### config.mk
export PLATFORM = sky130hd
export DESIGN_NAME = radix_digit_emitter_top
export DESIGN_NICKNAME = d
export VERILOG_FILES = /design/src/hdl/rde_pkg.sv /design/src/hdl/rde_div.sv /design/src/hdl/radix_digit_emitter_top.sv
export VERILOG_INCLUDE_DIRS = /design/src /design/src/hdl
export SDC_FILE = /design/constraint.sdc
export NUM_CORES = 1
export LEC_CHECK = 0
export ABC_AREA = 1
export ABC_CLOCK_PERIOD_IN_PS = 3900
export CAP_MARGIN = 15
export CORE_ASPECT_RATIO = 2
export CORE_MARGIN = 2
export CORE_UTILIZATION = 60
export CTS_BUF_LIST = sky130_fd_sc_hd__clkbuf_4 sky130_fd_sc_hd__clkbuf_8
export DETAILED_ROUTE_END_ITERATION = 6
export DONT_BUFFER_PORTS = 1
export PLACE_DENSITY = 0.88
export SLEW_MARGIN = 30
export SYNTH_ARGS = -nofsm -noshare
export SYNTH_HDL_FRONTEND = slang
export SYNTH_HIERARCHICAL = 1
export SYNTH_SLANG_ARGS = --single-unit
### constraint.sdc
create_clock -name clk -period 3.9 [get_ports clk]
set_input_delay 0.39 -clock clk [delete_from_list [all_inputs] [get_ports clk]]
set_output_delay 0.39 -clock clk [all_outputs]
set_load 0.005 [all_outputs]
### src/hdl/assert_macros.svh
// Assertion helpers for the radix digit emitter.
`ifndef ASSERT_MACROS_SVH
`define ASSERT_MACROS_SVH

// Same-cycle implication, disabled during reset.
`define ASSERT_IMPL(lbl, clk, rst_n, ante, cons) \
  lbl: assert property (@(posedge clk) disable iff (!rst_n) (ante) |-> (cons)) \
    else $error("assertion failed");

// Next-cycle implication, disabled during reset.
`define ASSERT_NEXT(lbl, clk, rst_n, ante, cons) \
  lbl: assert property (@(posedge clk) disable iff (!rst_n) (ante) |=> (cons)) \
    else $error("assertion failed");

`endif

### src/hdl/rde_pkg.sv
package rde_pkg;

  localparam int VALUE_W  = 64;
  localparam int CHAR_W   = 8;
  localparam int POS_W    = 6;
  localparam int RADIX_W  = 6;
  localparam int CFG_IDX_W = 1;
  localparam int CFG_DATA_W = 8;
  localparam int CNT_W    = 6;

  localparam logic [CFG_IDX_W-1:0] CFG_RADIX         = 1'd0;
  localparam logic [CFG_IDX_W-1:0] CFG_LETTER_OFFSET = 1'd1;

  localparam logic [RADIX_W-1:0] RADIX_RESET  = 6'd10;
  localparam logic [RADIX_W-1:0] RADIX_MIN    = 6'd2;
  localparam logic [RADIX_W-1:0] RADIX_MAX    = 6'd36;
  localparam logic [CHAR_W-1:0]  OFFSET_RESET = 8'd87;
  localparam logic [CHAR_W-1:0]  CHAR_ZERO    = 8'd48;
  localparam logic [RADIX_W-1:0] DEC_DIGITS   = 6'd10;

  typedef enum logic [2:0] {
    ST_IDLE = 3'b001,
    ST_DIV  = 3'b010,
    ST_EMIT = 3'b100
  } state_t;

  typedef struct packed {
    logic busy;
    logic done;
    logic q_nz;
  } div_status_t;

endpackage

### src/hdl/rde_div.sv
module rde_div import rde_pkg::*; (
  input  logic                 clk,
  input  logic                 rst_n,
  input  logic                 start,
  input  logic [VALUE_W-1:0]   dividend,
  input  logic [RADIX_W-1:0]   divisor,
  output logic [VALUE_W-1:0]   quotient,
  output logic [RADIX_W-1:0]   remainder,
  output div_status_t          status
);

  logic [VALUE_W-1:0] q_r, q_nxt;
  logic [RADIX_W-1:0] rem_r, rem_nxt;
  logic [CNT_W-1:0]   cnt_r;
  logic               busy_r, done_r, nz_r;
  logic [RADIX_W:0]   trial;
  logic [RADIX_W:0]   diff;
  logic               ge;

  // one quotient bit per cycle, MSB first; quotient shifts in behind the dividend
  assign trial   = {rem_r, q_r[VALUE_W-1]};
  assign diff    = trial - {1'b0, divisor};
  assign ge      = trial >= {1'b0, divisor};
  assign rem_nxt = ge ? diff[RADIX_W-1:0] : trial[RADIX_W-1:0];
  assign q_nxt   = {q_r[VALUE_W-2:0], ge};

  always_ff @(posedge clk) begin
    if (!rst_n) begin
      busy_r <= 1'b0;
      done_r <= 1'b0;
    end else if (start) begin
      busy_r <= 1'b1;
      done_r <= 1'b0;
    end else if (busy_r) begin
      done_r <= (cnt_r == CNT_W'(VALUE_W - 1));
      busy_r <= (cnt_r != CNT_W'(VALUE_W - 1));
    end else begin
      done_r <= 1'b0;
    end
  end

  always_ff @(posedge clk) begin
    if (start) begin
      q_r   <= dividend;
      rem_r <= '0;
      cnt_r <= '0;
      nz_r  <= 1'b0;
    end else if (busy_r) begin
      q_r   <= q_nxt;
      rem_r <= rem_nxt;
      cnt_r <= cnt_r + 1'b1;
      nz_r  <= nz_r | ge;
    end
  end

  assign quotient  = q_r;
  assign remainder = rem_r;
  assign status    = '{busy: busy_r, done: done_r, q_nz: nz_r};

endmodule

### src/hdl/radix_digit_emitter_top.sv
// Per digit: a bit-serial division of the value by the radix, a done step, then an emit step
// that waits while a held output is stalled; the first division starts on the input transfer.
// A value gives N digits (at most MAX_DIGITS); the next value is stalled until the last is emitted.
// Reset (rst_n low, synchronous): idle, no output valid, radix 10, letter offset 87.
`include "assert_macros.svh"

module radix_digit_emitter_top import rde_pkg::*; #(
  parameter int MAX_DIGITS = 64
) (
  input  logic                  clk,
  input  logic                  rst_n,
  input  logic                  in_valid,
  output logic                  in_stall,
  input  logic [VALUE_W-1:0]    in_value,
  output logic                  out_valid,
  input  logic                  out_stall,
  output logic [CHAR_W-1:0]     out_digit_char,
  output logic [POS_W-1:0]      out_digit_position,
  output logic                  out_last_digit,
  input  logic                  cfg_wr_en,
  input  logic [CFG_IDX_W-1:0]  cfg_index,
  input  logic [CFG_DATA_W-1:0] cfg_data
);

  state_t             state_r, state_nxt;
  logic [RADIX_W-1:0] radix_r;
  logic [CHAR_W-1:0]  offset_r;
  logic [RADIX_W-1:0] eff_radix;
  logic [POS_W-1:0]   pos_r;
  logic               out_valid_r;
  logic [CHAR_W-1:0]  char_r;
  logic [POS_W-1:0]   opos_r;
  logic               olast_r;

  logic               in_xfer, slot_free, emit_go, is_last;
  logic               div_start;
  logic [VALUE_W-1:0] div_dividend, div_quot;
  logic [RADIX_W-1:0] div_rem;
  logic [CHAR_W-1:0]  digit_char;
  div_status_t        div_st;

  always_ff @(posedge clk) begin
    if (!rst_n) begin
      radix_r  <= RADIX_RESET;
      offset_r <= OFFSET_RESET;
    end else if (cfg_wr_en) begin
      unique case (cfg_index)
        CFG_RADIX:         radix_r  <= cfg_data[RADIX_W-1:0];
        CFG_LETTER_OFFSET: offset_r <= cfg_data;
        default: ;
      endcase
    end
  end

  always_comb begin
    eff_radix = radix_r;
    if (radix_r < RADIX_MIN) eff_radix = RADIX_MIN;
    if (radix_r > RADIX_MAX) eff_radix = RADIX_MAX;
  end

  assign in_stall  = (state_r != ST_IDLE);
  assign in_xfer   = in_valid && !in_stall;
  assign slot_free = !out_valid_r || !out_stall;
  assign emit_go   = (state_r == ST_EMIT) && slot_free;
  assign is_last   = !div_st.q_nz || (pos_r == POS_W'(MAX_DIGITS - 1));
  assign div_start = in_xfer || (emit_go && !is_last);
  assign div_dividend = in_xfer ? in_value : div_quot;

  assign digit_char = (div_rem < DEC_DIGITS) ? CHAR_ZERO + CHAR_W'(div_rem)
                                             : offset_r + CHAR_W'(div_rem);

  rde_div u_div (
    .clk       (clk),
    .rst_n     (rst_n),
    .start     (div_start),
    .dividend  (div_dividend),
    .divisor   (eff_radix),
    .quotient  (div_quot),
    .remainder (div_rem),
    .status    (div_st)
  );

  always_comb begin
    state_nxt = state_r;
    unique case (state_r)
      ST_IDLE: if (in_xfer) state_nxt = ST_DIV;
      ST_DIV:  if (div_st.done) state_nxt = ST_EMIT;
      ST_EMIT: if (emit_go) state_nxt = is_last ? ST_IDLE : ST_DIV;
      default: state_nxt = ST_IDLE;
    endcase
  end

  always_ff @(posedge clk) begin
    if (!rst_n) begin
      state_r     <= ST_IDLE;
      out_valid_r <= 1'b0;
      pos_r       <= '0;
    end else begin
      state_r <= state_nxt;
      if (in_xfer) pos_r <= '0;
      else if (emit_go) pos_r <= pos_r + 1'b1;
      if (emit_go) out_valid_r <= 1'b1;
      else if (!out_stall) out_valid_r <= 1'b0;
    end
  end

  always_ff @(posedge clk) begin
    if (emit_go) begin
      char_r  <= digit_char;
      opos_r  <= pos_r;
      olast_r <= is_last;
    end
  end

  assign out_valid          = out_valid_r;
  assign out_digit_char     = char_r;
  assign out_digit_position = opos_r;
  assign out_last_digit     = olast_r;

  `ASSERT_IMPL(a_done_in_div, clk, rst_n, div_st.done, state_r == ST_DIV)
  `ASSERT_NEXT(a_xfer_starts_div, clk, rst_n, in_xfer, state_r == ST_DIV && div_st.busy)
  `ASSERT_NEXT(a_last_to_idle, clk, rst_n, emit_go && is_last, state_r == ST_IDLE && out_valid)
  `ASSERT_IMPL(a_no_busy_idle, clk, rst_n, state_r == ST_IDLE, !div_st.busy)

endmodule
Word-level counts from Yosys, hierarchy flattened
Index checks and enable logic that the tools add are counted.
- flip-flop bits (word level): 118
- bits of input ports: 78
- add/subtract/negate cells: 5
- magnitude comparators: 4
- eq/ne operators: 12
- mux-type cells: 16
- bitwise operators: 4
- reduce and logical (&&, ||, !) cells: 18
- operators by type and width (operator ; count):
    2-to-1 mux 64 bit ; 3
    2-to-1 mux 6 bit ; 3
    adder 6 x 1 -> 6 bit (second input constant) ; 2
    equality test 6 bit (second input constant) ; 2
    2-to-1 mux 3 bit ; 3
    one-hot mux 3 bit (3 select lines) ; 1
    adder 8 x 6 -> 8 bit ; 1
    2-to-1 mux 8 bit ; 1
    adder 6 x 6 -> 7 bit (first input constant) ; 1
    greater-or-equal comparator 7 x 6 -> 1 bit ; 1
    greater-than comparator 6 bit (second input constant) ; 1
    < comparator 6 x 2 -> 1 bit (second input constant) ; 1
    < comparator 6 x 4 -> 1 bit (second input constant) ; 1
    != test 2 bit (second input constant) ; 3
    != test 6 bit (second input constant) ; 1
    AND reduction 2 bit ; 3
    subtractor 6 bit ; 1
    zero test 1 bit ; 5
    2-to-1 mux 1 bit ; 4
    != test 2 x 1 -> 1 bit (second input constant) ; 2
    equality test 3 x 1 -> 1 bit (second input constant) ; 1
    equality test 3 x 2 -> 1 bit (second input constant) ; 1
    equality test 3 bit (second input constant) ; 1
    logical AND 1 bit ; 3
    9 further kinds ; 13

Logic depth before layout (Yosys ltp)
- word-level depth: 7
- mapped depth: 15
- mapped depth without buffers: 15

Modules after synthesis
Netlist, hierarchy kept.
- by module, submodules not included (module ; instances ; cells each ; area an instance (sq um) ; seq. area each (sq um)):
    rde_div ; 1 ; 418 ; 3734.8 ; 2222.1
    radix_digit_emitter_top ; 1 ; 464 ; 2860.2 ; 930.9

Least setup slack after synthesis
No wires, ideal clock.
- kind: register -> register
- start point: reg state_r[1]
- end point: reg u_div.q_r[0] (netlist: u_div/quotient[0]) (enable)
- library setup time: 0.419 ns
- arrival time: 2.856 ns
- path slack: 0.626 ns
- stages on the path, launching flop included: 9
- buffers on the path: 1
- period minus slack after synthesis: 3.274 ns
- cell sequence: dfxtp_1 -> nor2_1 -> nand3_1 -> inv_1 -> nand3_1 -> nand2_1 -> buf_2 -> nor2_1 -> inv_1
- word-level cells in the longest chain between the ends: 6
- ends and longest elaborated chain (element ; line ; RTL):
    from (decl) ; radix_digit_emitter_top.sv:25 ; state_t state_r, state_nxt;
    from (signal assigned) ; radix_digit_emitter_top.sv:99 ; state_r <= state_nxt;
    equality test 3 bit * ; radix_digit_emitter_top.sv:64 ; assign emit_go = (state_r == ST_EMIT) && slot_free;
    logical AND 1 bit * ; radix_digit_emitter_top.sv:64 ;
    net emit_go ; radix_digit_emitter_top.sv:35 ; logic in_xfer, slot_free, emit_go, is_last;
    logical AND 1 bit * ; radix_digit_emitter_top.sv:66 ; assign div_start = in_xfer || (emit_go && !is_last);
    logical OR 1 bit * ; radix_digit_emitter_top.sv:66 ;
    net div_start ; radix_digit_emitter_top.sv:36 ; logic div_start;
    != test 2 bit (no line) / nonzero test 2 bit (equally long branches) ; - ;
    AND reduction 2 bit (no line) * ; - ;
    to (signal assigned) ; rde_div.sv:44 ; q_r <= dividend;
    to (signal assigned) ; rde_div.sv:49 ; q_r <= q_nxt;
    to (decl) ; rde_div.sv:12 ; logic [VALUE_W-1:0] q_r, q_nxt;
Mark *: on every way through the listed nets, which the timed path passes. The rest lies on a longest branch.
A chain may end at the register's enable or synchronous reset.

Final worst setup path
- start point: reg pos_r[0]
- end point: reg u_div.q_r[6] (netlist: u_div/quotient[6]) (enable)
- word-level cells in the longest chain between the ends: 7
- ends and longest elaborated chain (element ; line ; RTL):
    from (decl) ; radix_digit_emitter_top.sv:29 ; logic [POS_W-1:0] pos_r;
    from (signal assigned) ; radix_digit_emitter_top.sv:101 ; else if (emit_go) pos_r <= pos_r + 1'b1;
    equality test 6 bit * ; radix_digit_emitter_top.sv:65 ; assign is_last = !div_st.q_nz || (pos_r == POS_W'(MAX_DIGITS - 1));
    logical OR 1 bit * ; radix_digit_emitter_top.sv:65 ;
    zero test 1 bit * ; radix_digit_emitter_top.sv:66 ;
    logical AND 1 bit * ; radix_digit_emitter_top.sv:66 ;
    logical OR 1 bit * ; radix_digit_emitter_top.sv:66 ;
    net div_start ; radix_digit_emitter_top.sv:36 ;
    != test 2 bit (no line) / nonzero test 2 bit (equally long branches) ; - ;
    AND reduction 2 bit (no line) * ; - ;
Marks and branches as above.

==> flow_metrics.tcl <==
set metrics [dict create \
    grt_pass1_vias 5257 \
    hpwl_mm 9.74 \
    wl_per_cell_microns 14.0 \
    viasPerCell 5.45 \
    rsz0062_at_grt "no" \
    cts_tree "built" \
    nNetsFinal 959 \
    hp-class "in -> reg" \
    syn_nets 977 \
    regToRegEndpoint "u_div/quotient[6]" \
    die_area_sq_mm 0.0119 \
    cp_num_buf_inv 2 \
    finalSetupTns_ps 0 \
    critical_path_class "reg -> reg" \
    final_antenna_net_count 0 \
    hold_end "offset_r[4]" \
    hold_violations 0 \
    synth_area_sq_mm 0.00659 \
    n_fill_cell 851 \
    grt_usage_pct 24.6 \
    root_buffer "clkbuf_8" \
    power_density_mw_per_mm2 737 \
    ys_warn_count 6 \
    run_status "completed" \
    path_cells "ha_1 -> nand2_1 -> nor2_1 -> nand2_1 -> nand3_1 -> nand2_2 -> nor2_1 -> inv_2 -> buf_4" \
    grt-ovfl-total 0 \
    die_w_microns 78.1 \
    synthCells 881 \
    dr.pass1.iters 5 \
    post_cts_buffers 0 \
    die_h_microns 152 \
    cts.sink_count 118 \
    cts_hold_buf 0 \
    core_area_sq_mm 0.0108 \
    crit_path_max_incr_delay_ps 440 \
    clock_skew_ps 10.9 \
    relSlewSlack_pct 54.0 \
    diodes 0 \
    p_leak_nw 3.35 \
    multiInputGateArea_sq_mm 0.00297 \
    htreeDepth 4 \
    wirelength_mm 14.2 \
    setup_violations 0 \
    setup.worst_path.start_class "flip-flop" \
    grt_start_max_net_pins 69 \
    num_vias 5535 \
    r2r_cells 9 \
    tightest_slew_ps 690 \
    r2r-start "pos_r[0]" \
    required_ps 4020 \
    ff2ff_setup_slack_ps 1210 \
    slew_viol_final 0 \
    postSynthAreaPerCell_sq_um 7.48 \
    whs_path_depth 1 \
    area_growth_pct 5.94 \
    hold_ws_ps 49.9 \
    io_buffers 0 \
    min_from "rst_n" \
    grt_pass1_wl_mm 23.4 \
    clk_latency_ps 420 \
    drive_gt1_share_pct 5.94 \
    vdd_drop_max_uv 474 \
    arrival_ps 2810 \
    initial_core_util_pct 60.9 \
    ioPinCount 95 \
    period_share_pct 69.0 \
    crit_family "simple AND/OR/NAND/NOR gates" \
    clockBufferDepth 2 \
    timing.fmax_mhz 372 \
    cts-buffers-inserted 17 \
    rows 54 \
    ctsResizeCount 0 \
    path_max_fanout 39 \
    cp-end-kind "flip-flop" \
    finalCriticalPeriod_ps 2690 \
    drt_iter0_markers 408 \
    regArea_sq_mm 0.00315 \
    drcViolationCount 0 \
    path_clk_slew_ps 70 \
    max_cap_viol_count 0 \
    antenna_found_initial 0 \
    cp_slowest_cell "nor2_1" \
    gp_congestion 0.862 \
]
cell type report:
type                            count  area share, %
Sequential cell                   118           45.2
Clock inverter                     10           1.51
Timing Repair Buffer                5          0.538
Clock buffer                       22           4.07
Multi-Input combinational cell    655           42.6
Inverter                           66           3.59
Tap cell                          140           2.51
layer usage:
| layer | GRT usage [%] | up-vias | part of all wire (%) |
|---|---|---|---|
| met5 | 0 | - | 0 |
| met3 | 4.92 | 36 | 4.2 |
| met1 | 27.7 | 2523 | 38 |
| li1 | - | 2803 | - |
| met2 | 43.8 | 173 | 54 |
| met4 | 11.9 | 0 | 3.7 |
cells in the final DEF, fill, tap and decap left out, types with 2 or more instances in the layout:
| master | instances |
|---|---|
| nand4_1 | 11 |
| nor3_1 | 6 |
| buf_4 | 5 |
| fa_1 | 2 |
| or2_2 | 3 |
| a31oi_1 | 3 |
| xor2_1 | 2 |
| edfxtp_1 | 79 |
| nand3_1 | 95 |
| inv_4 | 3 |
| o211ai_1 | 5 |
| nand2_1 | 423 |
| clkinv_2 | 5 |
| clkbuf_8 | 19 |
| inv_1 | 63 |
| nor2_1 | 40 |
| nand3_4 | 2 |
| a21oi_1 | 18 |
| bufinv_16 | 2 |
| nand3b_1 | 3 |
| ha_1 | 16 |
| nand2_2 | 3 |
| dfxtp_1 | 39 |
| clkbuf_4 | 3 |
| o21ai_0 | 13 |
worst max path at each step:
| stage | startpoint | endpoint | cells past startpoint |
|---|---|---|---|
| 2_1_floorplan | state_r[1] | u_div/quotient[0] | 8 |
| 3_3_place_gp | state_r[1] | u_div/quotient[15] | 8 |
| 3_5_place_dp | pos_r[0] | u_div/quotient[10] | 9 |
| 4_1_cts | pos_r[0] | u_div/quotient[22] | 9 |
| 5_1_grt | pos_r[0] | u_div/quotient[5] | 9 |
| 6_report | pos_r[0] | u_div/quotient[6] | 9 |
stage by stage:
| step | setup WS (ps) | cell area (sq um) | cells | utilization, % | power, mW |
|---|---|---|---|---|---|
| after CTS | 1260 | 6980 | 1016 | 64.6 | 5.15 |
| after detailed placement | 1290 | 6590 | 984 | 61.0 | 4.05 |
| after floorplan | 627 | 6590 | 881 | - | 3.68 |
| after global routing | 970 | 6980 | 1016 | 64.6 | 5.56 |
| final | 1210 | 6980 | 1016 | 64.6 | 5.14 |
| after global placement | 1350 | 6590 | 984 | 60.9 | 3.98 |
power breakdown:
part / internal (mW) / total (mW) / leakage (nW) / switching (mW)
sequential: 1.88 / 2.12 / 1.09 / 0.239
combinational: 0.649 / 1.93 / 2.06 / 1.28
clock: 0.617 / 1.09 / 0.207 / 0.471
total: 3.15 / 5.14 / 3.35 / 1.99
state kept, by name, indices dropped and copies added, names as in the netlist:
signal and cells:
radix_r 6, u_div/remainder 6, pos_r 6, u_div/nz_r 1
u_div/quotient 64, out_valid 1, out_digit_char 8, offset_r 8
u_div/done_r 1, out_digit_position 6, out_last_digit 1, state_r 3
u_div/busy_r 1, u_div/cnt_r 6
No activity file was read; power rests on OpenSTA's default activity.
